--- src/rtl/pgalloc_pkg.sv ---
package pgalloc_pkg;

    // Physical addresses and page numbers.
    localparam int ADDR_W     = 56;
    localparam int PAGE_SHIFT = 12;
    localparam int PN_W       = ADDR_W - PAGE_SHIFT;
    // A rounded-up first page number needs one bit more than a page number.
    localparam int FP_W       = PN_W + 1;

    localparam int REQ_W      = 3;
    localparam int ST_W       = 3;
    localparam int CNT_W      = 8;
    localparam int CFG_IDX_W  = 8;

    // Request codes.
    localparam logic [REQ_W-1:0] REQ_ALLOC = 3'd0;
    localparam logic [REQ_W-1:0] REQ_FREE  = 3'd1;
    localparam logic [REQ_W-1:0] REQ_ADD   = 3'd2;
    localparam logic [REQ_W-1:0] REQ_DROP  = 3'd3;
    localparam logic [REQ_W-1:0] REQ_GET   = 3'd4;

    // Status codes.
    localparam logic [ST_W-1:0] ST_OK      = 3'd0;
    localparam logic [ST_W-1:0] ST_BADADDR = 3'd1;
    localparam logic [ST_W-1:0] ST_NOFREE  = 3'd2;
    localparam logic [ST_W-1:0] ST_REFD    = 3'd3;
    localparam logic [ST_W-1:0] ST_FULL    = 3'd4;

    // Configuration register indexes.
    localparam logic [CFG_IDX_W-1:0] CFG_BASE  = 8'd0;
    localparam logic [CFG_IDX_W-1:0] CFG_LIMIT = 8'd1;

    localparam logic [ADDR_W-1:0] BASE_RESET  = 56'h0000_0080_000000;
    localparam logic [ADDR_W-1:0] LIMIT_RESET = 56'h0000_0088_000000;

    // Region settings as seen by the request logic.
    typedef struct packed {
        logic              busy;
        logic [FP_W-1:0]   first_page;
        logic [ADDR_W-1:0] limit;
    } region_t;

    // One result item.
    typedef struct packed {
        logic [ST_W-1:0]   status;
        logic [ADDR_W-1:0] alloc_addr;
        logic [CNT_W-1:0]  ref_count;
    } result_t;

endpackage

--- src/rtl/pgalloc_outreg.sv ---
module pgalloc_outreg (
    input  logic                 clk,
    input  logic                 rst_n,
    input  logic                 load,
    input  pgalloc_pkg::result_t res,
    output logic                 can_load,
    output logic                 empty,
    output logic                 m_axis_tvalid,
    input  logic                 m_axis_tready,
    output logic [63:0]          m_axis_tdata,
    output logic [2:0]           m_axis_tuser
);
    import pgalloc_pkg::*;

    logic    valid_reg;
    result_t res_reg;

    assign can_load = !valid_reg || m_axis_tready;
    assign empty    = !valid_reg;

    always_ff @(posedge clk or negedge rst_n)
    begin
        if (!rst_n)
        begin
            valid_reg <= 1'b0;
        end
        else if (load && can_load)
        begin
            valid_reg <= 1'b1;
        end
        else if (m_axis_tready)
        begin
            valid_reg <= 1'b0;
        end
    end

    always_ff @(posedge clk)
    begin
        if (load && can_load)
        begin
            res_reg <= res;
        end
    end

    assign m_axis_tvalid = valid_reg;
    assign m_axis_tdata  = {res_reg.ref_count, res_reg.alloc_addr};
    assign m_axis_tuser  = res_reg.status;

endmodule

--- config.mk ---
export PLATFORM = sky130hd
export DESIGN_NAME = pgalloc_outreg
export DESIGN_NICKNAME = d
export VERILOG_FILES = /design/src/rtl/pgalloc_pkg.sv /design/src/rtl/pgalloc_outreg.sv
export SDC_FILE = /design/constraint.sdc
export NUM_CORES = 1
export LEC_CHECK = 0
export ABC_AREA = 1
export BUFFER_PORTS_ARGS = -buffer_cell sky130_fd_sc_hd__buf_2
export CAP_MARGIN = 20
export CORE_ASPECT_RATIO = 0.5
export CORE_MARGIN = 10
export CORE_UTILIZATION = 36
export DETAILED_ROUTE_END_ITERATION = 10
export PLACE_DENSITY_LB_ADDON = 0.12
export SLEW_MARGIN = 20
export SYNTH_ARGS = -nofsm -noshare
export SYNTH_HDL_FRONTEND = slang
export SYNTH_SLANG_ARGS = --single-unit
--- constraint.sdc ---
create_clock -name clk -period 4.25 [get_ports clk]
set_input_delay 0.2125 -clock clk [delete_from_list [all_inputs] [get_ports clk]]
set_output_delay 0.2125 -clock clk [all_outputs]
set_load 0.005 [all_outputs]
==> results.py <==
metrics = {
    "outcome": {
        "status": "complete, no violations",
    },
    "synthesis": {
        "muxShareOfSynthArea_pct": 0,
        "yosys-top-cells-area": "edfxtp_1 (97%), dfrtp_1 (1.2%), nand2_2 (0.61%), inv_1 (0.55%), a21oi_1 (0.24%)",
        "avgSynthCellArea_um2": 27.92,
        "synth_top_family_by_area": "simple AND/OR/NAND/NOR gates",
        "synth_nets": 145,
        "synth_xor_area_share_pct": 0,
        "synth_top_area_cell": "edfxtp_1",
        "synth-simple-area-share_pct": 0.6057,
        "netlist_top_cells_count": "edfxtp_1 (67), inv_1 (3), nand2_2 (2)",
        "synth_edf_count": 67,
        "synth_compound_area_share_pct": 0.2423,
        "syn_inst": 74,
        "synthAdderAreaFrac_pct": 0,
        "yosysMostFrequentCell": "edfxtp_1",
        "yosysWarnings": 0,
        "synth_ff_type": "edfxtp_1",
        "ys_ff_latch": 68,
        "synth_area_um2": 2066,
        "yosysUniqueCellTypes": 5,
        "synth_top_cell_area_share_pct": 97.40,
        "synth-async-reset-ratio_pct": 1.471,
        "yosysSeqAreaShare_pct": 98.61,
    },
    "critical_path": {
        "cp_cell_sequence": "a21oi_4 > buf_16 > buf_4",
        "crit_arrival_ns": 1.81,
        "slowest_delay_ns": 0.44,
        "cp_slowest_cell": "dfrtp_1",
        "rrSetupSlack_ns": 2.41,
        "end_kind": "flip-flop",
        "path_class": "flip-flop to flip-flop",
        "crit_buf_inv": 2,
        "critPathMaxFanout": 33,
        "critPathRequiredTime_ns": 4.22,
        "cp-start-kind": "flip-flop",
        "crit_family": "buffers and inverters",
    },
    "layout": {
        "seqCellArea_um2": 2037,
        "drive_gt1_share_pct": 68.24,
        "antenna_cells": 0,
        "finish.instance_area_um2": 3233,
        "utilization_pct": 58.62,
        "n_fill_cell": 450,
        "final_nets": 299,
        "syn_to_final_growth_pct": 56.51,
        "multi_input_area_um2": 28.78,
    },
    "timing": {
        "min_period_over_period_pct": 43.36,
        "final-hold-violation-count": 0,
        "setup_tns_ns": 0,
        "report.final.setup_viol": 0,
        "fin_skew_ns": 0.004937,
        "max_freq_mhz": 542.7,
        "finalMaxSlewViolations": 0,
        "relSlewSlack_pct": 70.74,
        "finalHoldWorstSlack_ns": 0.07206,
        "fin_crit_ns": 1.843,
        "rsz0062_at_grt": "no",
        "worst_pin_slew_ns": 0.4380,
    },
    "power_and_ir_drop": {
        "peakVddDrop_mv": 0.2789,
        "p_total_uw": 1660,
        "comb_power_share_pct": 5.9,
        "leakage_uw": 0.001400,
        "netSwitchingFraction_pct": 17.98,
        "power.density_nw_per_um2": 513.3,
        "p_seq_share_pct": 47.7,
        "clock_power_share_pct": 46.5,
        "switchingPower_uw": 298.4,
        "p_int_uw": 1361,
    },
    "route": {
        "drtPass1Iterations": 4,
        "wirelength_um": 5229,
        "dr.first_iter.drc_count": 59,
        "vias": 1250,
        "drtAntennaViolNets": 0,
        "drt-wirelength-per-cell_um": 17.09,
        "drc": 0,
        "via_per_inst": 4.085,
    },
    "clock_network": {
        "cts_buffers": 9,
        "clockBufferDepth": 2,
        "holdBufCountCts": 1,
        "cts_tree": "yes",
        "clk_latency_ns": 0.31,
        "cts-root-buf": "clkbuf_16",
        "post_cts_buffers": 0,
        "clock_sinks": 68,
        "clkSlewWorstSetupHoldPaths_ns": 0.05,
        "cts-resized-gates": 0,
        "htreeDepth": 3,
    },
    "floorplanning": {
        "placementRows": 19,
        "die_area_um2": 9352,
        "die_y_um": 73.57,
        "coreArea_um2": 5515,
        "initial_core_util_pct": 37.45,
        "ios": 141,
        "die_x_um": 127.1,
    },
    "global_route": {
        "grt_pass1_wl_um": 7783,
        "grt_max_degree": 36,
        "gr-total-overflow": 0,
        "grt_usage_pct": 11.08,
        "grt_pass1_vias": 1395,
        "antenna_found_initial": 0,
    },
    "run": {
        "max_cap_violations": 0,
    },
    "place": {
        "numPortBuffers": 140,
        "gp_routability_congestion": 0.7016,
        "dp_hpwl_um": 4261,
        "place_area_um2": 2877,
    },
    "min_path": {
        "hold_path.class": "input port to flip-flop",
    },
}
-- power by group through the flow --
stage	Sequential (uW)	Combinational, uW	Clock, uW
floorplan	815	13.9	0
global placement	804	94.4	0
detailed placement	806	96.6	0
CTS	792	97.3	790
global route	794	109	826
finish	791	97.6	771
-- area by class of cell --
cell class              count  area share (%)
flip-flops and latches     68           63.00
repair buffers            143           23.07
clock buffers              12           7.624
well taps                  73           2.825
clock inverters             4           2.245
multi-input cells           3          0.8901
inverters                   3          0.3483
-- metrics by stage --
| stage | worst slack (ns) | cells |
|---|---|---|
| 2_1_floorplan | 0.03043 | 74 |
| 3_3_place_gp | 2.103 | 288 |
| 3_5_place_dp | 2.003 | 288 |
| 4_1_cts | 2.000 | 305 |
| 5_1_grt | 2.271 | 306 |
| 6_report | 2.407 | 306 |
-- logic make-up after synthesis --
logic type / after synthesis
flops: 68
simple gates: 2
buf+inv: 3
compound gates: 1
-- layer usage --
metal  vias to the layer above  track usage (%)  routed length [um]
met5                         -                0                   0
met4                         0            1.882                  25
met3                         3            9.835                 832
met2                        74            18.34                2588
met1                       574            10.36                1783
li1                        599                -                   -
-- sequential cells by signal, indices dropped and copies added, names as in the netlist --
name	flops
m_axis_tvalid	1
m_axis_tdata	64
m_axis_tuser	3
-- worst paths after layout --
check | cells past startpoint | start | end
min | 1 | res[21] | m_axis_tdata[13]
min reg2reg | 2 | m_axis_tvalid | m_axis_tvalid
min in group asynchronous | 2 | rst_n | m_axis_tvalid
max | 3 | m_axis_tvalid | m_axis_tdata[63]
max in group asynchronous | 2 | rst_n | m_axis_tvalid
max reg2reg | 3 | m_axis_tvalid | m_axis_tdata[63]
-- cell usage in the layout, fill, tap and decap left out, drive strengths merged --
cell type,synthesis,routed
a21oi,1,1
buf,0,142
bufinv,0,2
clkbuf,0,12
clkinv,0,1
clkinvlp,0,1
dfrtp,1,1
dlygate4sd3,0,1
edfxtp,67,67
inv,3,3
nand2,2,2
(Power assumes the default switching activity.)
