===== config.mk =====
export PLATFORM = sky130hd
export DESIGN_NAME = pgalloc_cfg
export DESIGN_NICKNAME = d
export VERILOG_FILES = /design/src/rtl/pgalloc_pkg.sv /design/src/rtl/pgalloc_cfg.sv
export SDC_FILE = /design/constraint.sdc
export NUM_CORES = 1
export LEC_CHECK = 0
export BUFFER_PORTS_ARGS = -buffer_cell sky130_fd_sc_hd__buf_2
export CAP_MARGIN = 10
export CORE_ASPECT_RATIO = 1.4
export CORE_MARGIN = 8
export CORE_UTILIZATION = 57
export DETAILED_ROUTE_END_ITERATION = 7
export PLACE_DENSITY = 0.81
export SLEW_MARGIN = 15
export SYNTH_ARGS = -nofsm -noshare
export SYNTH_HDL_FRONTEND = slang
export SYNTH_SLANG_ARGS = --single-unit

===== constraint.sdc =====
create_clock -name clk -period 4.1 [get_ports clk]
set_input_delay 0.205 -clock clk [delete_from_list [all_inputs] [get_ports clk]]
set_output_delay 0.205 -clock clk [all_outputs]
set_load 0.02 [all_outputs]

===== src/rtl/pgalloc_pkg.sv =====
package pgalloc_pkg;

    // Physical addresses and page numbers.
    localparam int ADDR_W     = 56;
    localparam int PAGE_SHIFT = 12;
    localparam int PN_W       = ADDR_W - PAGE_SHIFT;
    // A rounded-up first page number needs one bit more than a page number.
    localparam int FP_W       = PN_W + 1;

    localparam int REQ_W      = 3;
    localparam int ST_W       = 3;
    localparam int CNT_W      = 8;
    localparam int CFG_IDX_W  = 8;

    // Request codes.
    localparam logic [REQ_W-1:0] REQ_ALLOC = 3'd0;
    localparam logic [REQ_W-1:0] REQ_FREE  = 3'd1;
    localparam logic [REQ_W-1:0] REQ_ADD   = 3'd2;
    localparam logic [REQ_W-1:0] REQ_DROP  = 3'd3;
    localparam logic [REQ_W-1:0] REQ_GET   = 3'd4;

    // Status codes.
    localparam logic [ST_W-1:0] ST_OK      = 3'd0;
    localparam logic [ST_W-1:0] ST_BADADDR = 3'd1;
    localparam logic [ST_W-1:0] ST_NOFREE  = 3'd2;
    localparam logic [ST_W-1:0] ST_REFD    = 3'd3;
    localparam logic [ST_W-1:0] ST_FULL    = 3'd4;

    // Configuration register indexes.
    localparam logic [CFG_IDX_W-1:0] CFG_BASE  = 8'd0;
    localparam logic [CFG_IDX_W-1:0] CFG_LIMIT = 8'd1;

    localparam logic [ADDR_W-1:0] BASE_RESET  = 56'h0000_0080_000000;
    localparam logic [ADDR_W-1:0] LIMIT_RESET = 56'h0000_0088_000000;

    // Region settings as seen by the request logic.
    typedef struct packed {
        logic              busy;
        logic [FP_W-1:0]   first_page;
        logic [ADDR_W-1:0] limit;
    } region_t;

    // One result item.
    typedef struct packed {
        logic [ST_W-1:0]   status;
        logic [ADDR_W-1:0] alloc_addr;
        logic [CNT_W-1:0]  ref_count;
    } result_t;

endpackage


===== src/rtl/pgalloc_cfg.sv =====
module pgalloc_cfg #(
    parameter int NUM_PAGES = 32768,
    localparam int PCNT_W = $clog2(NUM_PAGES + 1)
) (
    input  logic                              clk,
    input  logic                              rst_n,
    input  logic                              cfg_valid,
    output logic                              cfg_ready,
    input  logic [pgalloc_pkg::CFG_IDX_W-1:0] cfg_index,
    input  logic [pgalloc_pkg::ADDR_W-1:0]    cfg_data,
    output pgalloc_pkg::region_t              region,
    output logic [PCNT_W-1:0]                 pool_pages
);
    import pgalloc_pkg::*;

    logic [ADDR_W-1:0] base_reg, limit_reg;
    logic [FP_W-1:0]   fp_reg;
    logic [PCNT_W-1:0] pool_reg;
    // Counts down the two derivation steps after reset or a write.
    logic [1:0]        upd_reg;

    logic [ADDR_W:0]   base_round;
    logic [FP_W-1:0]   last_page;
    logic [FP_W-1:0]   span;
    logic [PCNT_W-1:0] pool_next;

    assign cfg_ready  = 1'b1;
    assign base_round = {1'b0, base_reg} + (ADDR_W + 1)'((1 << PAGE_SHIFT) - 1);
    assign last_page  = {1'b0, limit_reg[ADDR_W-1:PAGE_SHIFT]};
    assign span       = last_page - fp_reg;

    always_comb
    begin
        if (last_page <= fp_reg)
        begin
            pool_next = '0;
        end
        else if (span > FP_W'(NUM_PAGES))
        begin
            pool_next = PCNT_W'(NUM_PAGES);
        end
        else
        begin
            pool_next = span[PCNT_W-1:0];
        end
    end

    always_ff @(posedge clk or negedge rst_n)
    begin
        if (!rst_n)
        begin
            base_reg  <= BASE_RESET;
            limit_reg <= LIMIT_RESET;
            fp_reg    <= '0;
            pool_reg  <= '0;
            upd_reg   <= 2'd2;
        end
        else
        begin
            if (cfg_valid && cfg_ready)
            begin
                if (cfg_index == CFG_BASE)
                begin
                    base_reg <= cfg_data;
                end
                else if (cfg_index == CFG_LIMIT)
                begin
                    limit_reg <= cfg_data;
                end
                upd_reg <= 2'd2;
            end
            else if (upd_reg == 2'd2)
            begin
                fp_reg  <= base_round[ADDR_W:PAGE_SHIFT];
                upd_reg <= 2'd1;
            end
            else if (upd_reg == 2'd1)
            begin
                pool_reg <= pool_next;
                upd_reg  <= 2'd0;
            end
        end
    end

    assign region.busy       = (upd_reg != 2'd0);
    assign region.first_page = fp_reg;
    assign region.limit      = limit_reg;
    assign pool_pages        = pool_reg;

endmodule


==> impl_metrics.tcl <==
set metrics [dict create \
    yosysTopAreaCell "dfrtp_1" \
    syn_inst 1110 \
    synth_seq_cells 175 \
    critPathMaxFanout 5 \
    synth.most_common_cell "dfrtp_1" \
    grt_antenna_before_repair 2 \
    finalHoldViolations 0 \
    dr.pass1.iters 7 \
    core_region_area_sq_um 18400 \
    required_ns 4.45 \
    drcViolationCount 0 \
    insertion_delay_ns 0.45 \
    synth_warnings 0 \
    pwr-share-seq_pct 36.7 \
    postCtsSetupBuffers 0 \
    power.density_nw_per_um2 415 \
    finalSetupViolations 0 \
    grt_max_degree 74 \
    fin_crit_sh_pct 94.2 \
    ir_drop_mv 0.307 \
    drive_gt1_share_pct 29.2 \
    htreeDepth 4 \
    arrival_ns 4.22 \
    first_iter_violations 696 \
    end_kind "flip-flop" \
    dp_hpwl_um 24800 \
    synth_top_area_share_pct 40.5 \
    start_util_pct 57.5 \
    nNetsFinal 1423 \
    fin_skew_ns 0.00851 \
    cts_sinks 175 \
    cts_tree "done" \
    ys_seq_area_share_pct 41.5 \
    fmax_mhz 259 \
    p_sw_mw 1.91 \
    tns_ns 0 \
    maxCapViolations 0 \
    synth_area_leaders "dfrtp_1 40%, mux2_2 11%, nand2_1 5.4%" \
    pin_count 186 \
    routed_wl_um 32500 \
    std_cell_rows 59 \
    synth-edff-count 0 \
    cts_made_buffers 17 \
    yosys-top-cells-count "171 x dfrtp_1, 153 x nand2_1, 107 x mux2_2" \
    routed_via_density 5.99 \
    hold_path_class "input port to flip-flop" \
    cts_buffer_depth 2 \
    cell_internal_pwr_mw 3.33 \
    synthDistinctLibCells 74 \
    gr-total-overflow 0 \
    syn_area_sq_um 10600 \
    slew_headroom_pct 39.4 \
    wl_per_cell_um 20.7 \
    fin_crit_ns 3.86 \
    cts_root_buf "clkbuf_16" \
    final_antenna_net_count 0 \
    gp_congestion 1.02 \
    syn_avg_cell_area_sq_um 9.53 \
    grtUsageTotal_pct 28.0 \
    die_x_um 131 \
    swShare_pct 36.4 \
    crit_type "flip-flop to flip-flop" \
    grt_pass1_vias 9678 \
    synth_top_flop_cell "dfrtp_1" \
    dieHeight_um 177 \
    async_flop_share_pct 100 \
    place_ws_ns 0.189 \
    dieArea_sq_um 23200 \
    maxSlewViolCount 0 \
    post_cts_resized 0 \
    rsz0062_at_grt "no" \
    power_frac_comb_pct 31.8 \
    tightestPinTransition_ns 0.901 \
    leakagePower_nw 6.26 \
    clkTransAtPathRegs_ns 0.07 \
    syn_nets 1222 \
    setup_ws_ns 0.237 \
    area.growth.synth_to_final_pct 19.4 \
    p_clk_share_pct 31.6 \
    vias 9401 \
    cp-start-kind "flip-flop" \
    status "completed" \
    grt_pass1_wl_um 51800 \
    numPortBuffers 184 \
]
[layout make-up]
class                           instances  area [sq um]
Antenna cell                            2          5.00
Clock buffer                           17           425
Inverter                               64           240
Clock inverter                         15           174
Sequential cell                       175          4380
Fill cell                            1434          5760
Multi-Input combinational cell        823          5760
Tap cell                              244           305
Timing Repair Buffer                  230          1330
[worst paths after layout]
check / startpoint / endpoint / slack [ns] / cells after the start
min: cfg_data[2] / limit_reg[2] / 0.006 / 2
min reg2reg: pool_pages[12] / pool_pages[12] / 0.48 / 2
max: limit_reg[12] / pool_pages[2] / 0.24 / 15
max reg2reg: limit_reg[12] / pool_pages[2] / 0.24 / 15
max in group asynchronous: rst_n / upd_reg[1] / 2.82 / 3
min in group asynchronous: rst_n / base_reg[19] / 0.33 / 2
[power by group through the flow]
stage / Clock (mW) / Sequential, mW / Combinational, mW
after floorplan: 0 / 2.02 / 1.01
after global placement: 0 / 1.95 / 1.61
after detailed placement: 0 / 1.95 / 1.62
after CTS: 1.68 / 1.92 / 1.64
after global routing: 1.74 / 1.93 / 1.81
final: 1.66 / 1.92 / 1.67
[critical path, cell delays in order (launching register included)]
cell       delay (ns)
dfrtp_1          0.40
inv_1            0.07
ha_1             0.16
inv_1            0.05
fa_1             0.41
a21o_1           0.21
a221o_1          0.39
a22o_1           0.29
or2_4            0.27
mux2_4           0.29
o31ai_1          0.27
o2111ai_1        0.19
nor4_2           0.23
nand4_2          0.17
buf_4            0.18
o21ai_0          0.18
[timing repair]
| action | 4_1_cts | 5_1_grt |
|---|---|---|
| setup endpoints to repair | 0 | 8 |
| hold buffers | 19 | 0 |
| hold endpoints to repair | 98 | 0 |
[metrics by stage]
step                instances  hold WS (ns)  util [%]  instance area, sq um  power, mW
floorplan                1110       -0.0906         -                 10600       3.03
global placement         1517         0.262      64.4                 11800       3.56
detailed placement       1517         0.267      64.4                 11800       3.57
CTS                      1568      0.000628      68.7                 12600       5.24
global route             1568       0.00865      68.7                 12600       5.48
finish                   1570       0.00647      68.7                 12600       5.24
[layout by cell type, fill, tap and decap left out, types with 12 or more instances in the layout]
cell type | Yosys | final
nor2_1 | 50 | 49
mux2_2 | 107 | 107
inv_1 | 64 | 64
dfrtp_1 | 171 | 171
buf_4 | 1 | 26
xor2_1 | 29 | 29
a21oi_1 | 57 | 57
dlygate4sd3_1 | 0 | 19
o21a_1 | 12 | 12
nand3_1 | 27 | 26
nand2_1 | 153 | 153
nand4_1 | 21 | 21
clkbuf_16 | 0 | 17
nor3_1 | 12 | 12
ha_1 | 44 | 44
buf_2 | 13 | 183
nand2b_1 | 13 | 12
a21o_1 | 15 | 15
nor4_1 | 12 | 12
xnor2_1 | 34 | 34
o21ai_0 | 83 | 83
[routing by layer]
layer | up-vias | share of wire [%] | global-route usage (%) | wire [um]
li1 | 4383 | - | - | -
met1 | 4586 | 39 | 32.1 | 12700
met2 | 369 | 51 | 49.3 | 16400
met3 | 63 | 6.8 | 5.94 | 2220
met4 | 0 | 3.5 | 12.9 | 1150
met5 | - | 0 | 0 | 0
[logic make-up (layout without fill, tap and decap cells)]
| group | after synthesis | in the layout | share of synthesized area (%) |
|---|---|---|---|
| AND/OR/NAND/NOR | 342 | 342 | 15.8 |
| AO/OA/AOI/OAI | 260 | 260 | 16.0 |
| flip-flops | 175 | 175 | 41.5 |
| multiplexers | 112 | 112 | 11.9 |
| buffers and inverters | 112 | 326 | 4.24 |
| XOR/XNOR | 63 | 63 | 5.22 |
| adder cells (fa/ha/maj) | 45 | 45 | 5.39 |
| other | 1 | 3 | 0.0355 |
No activity file was read; power rests on OpenSTA's default activity.
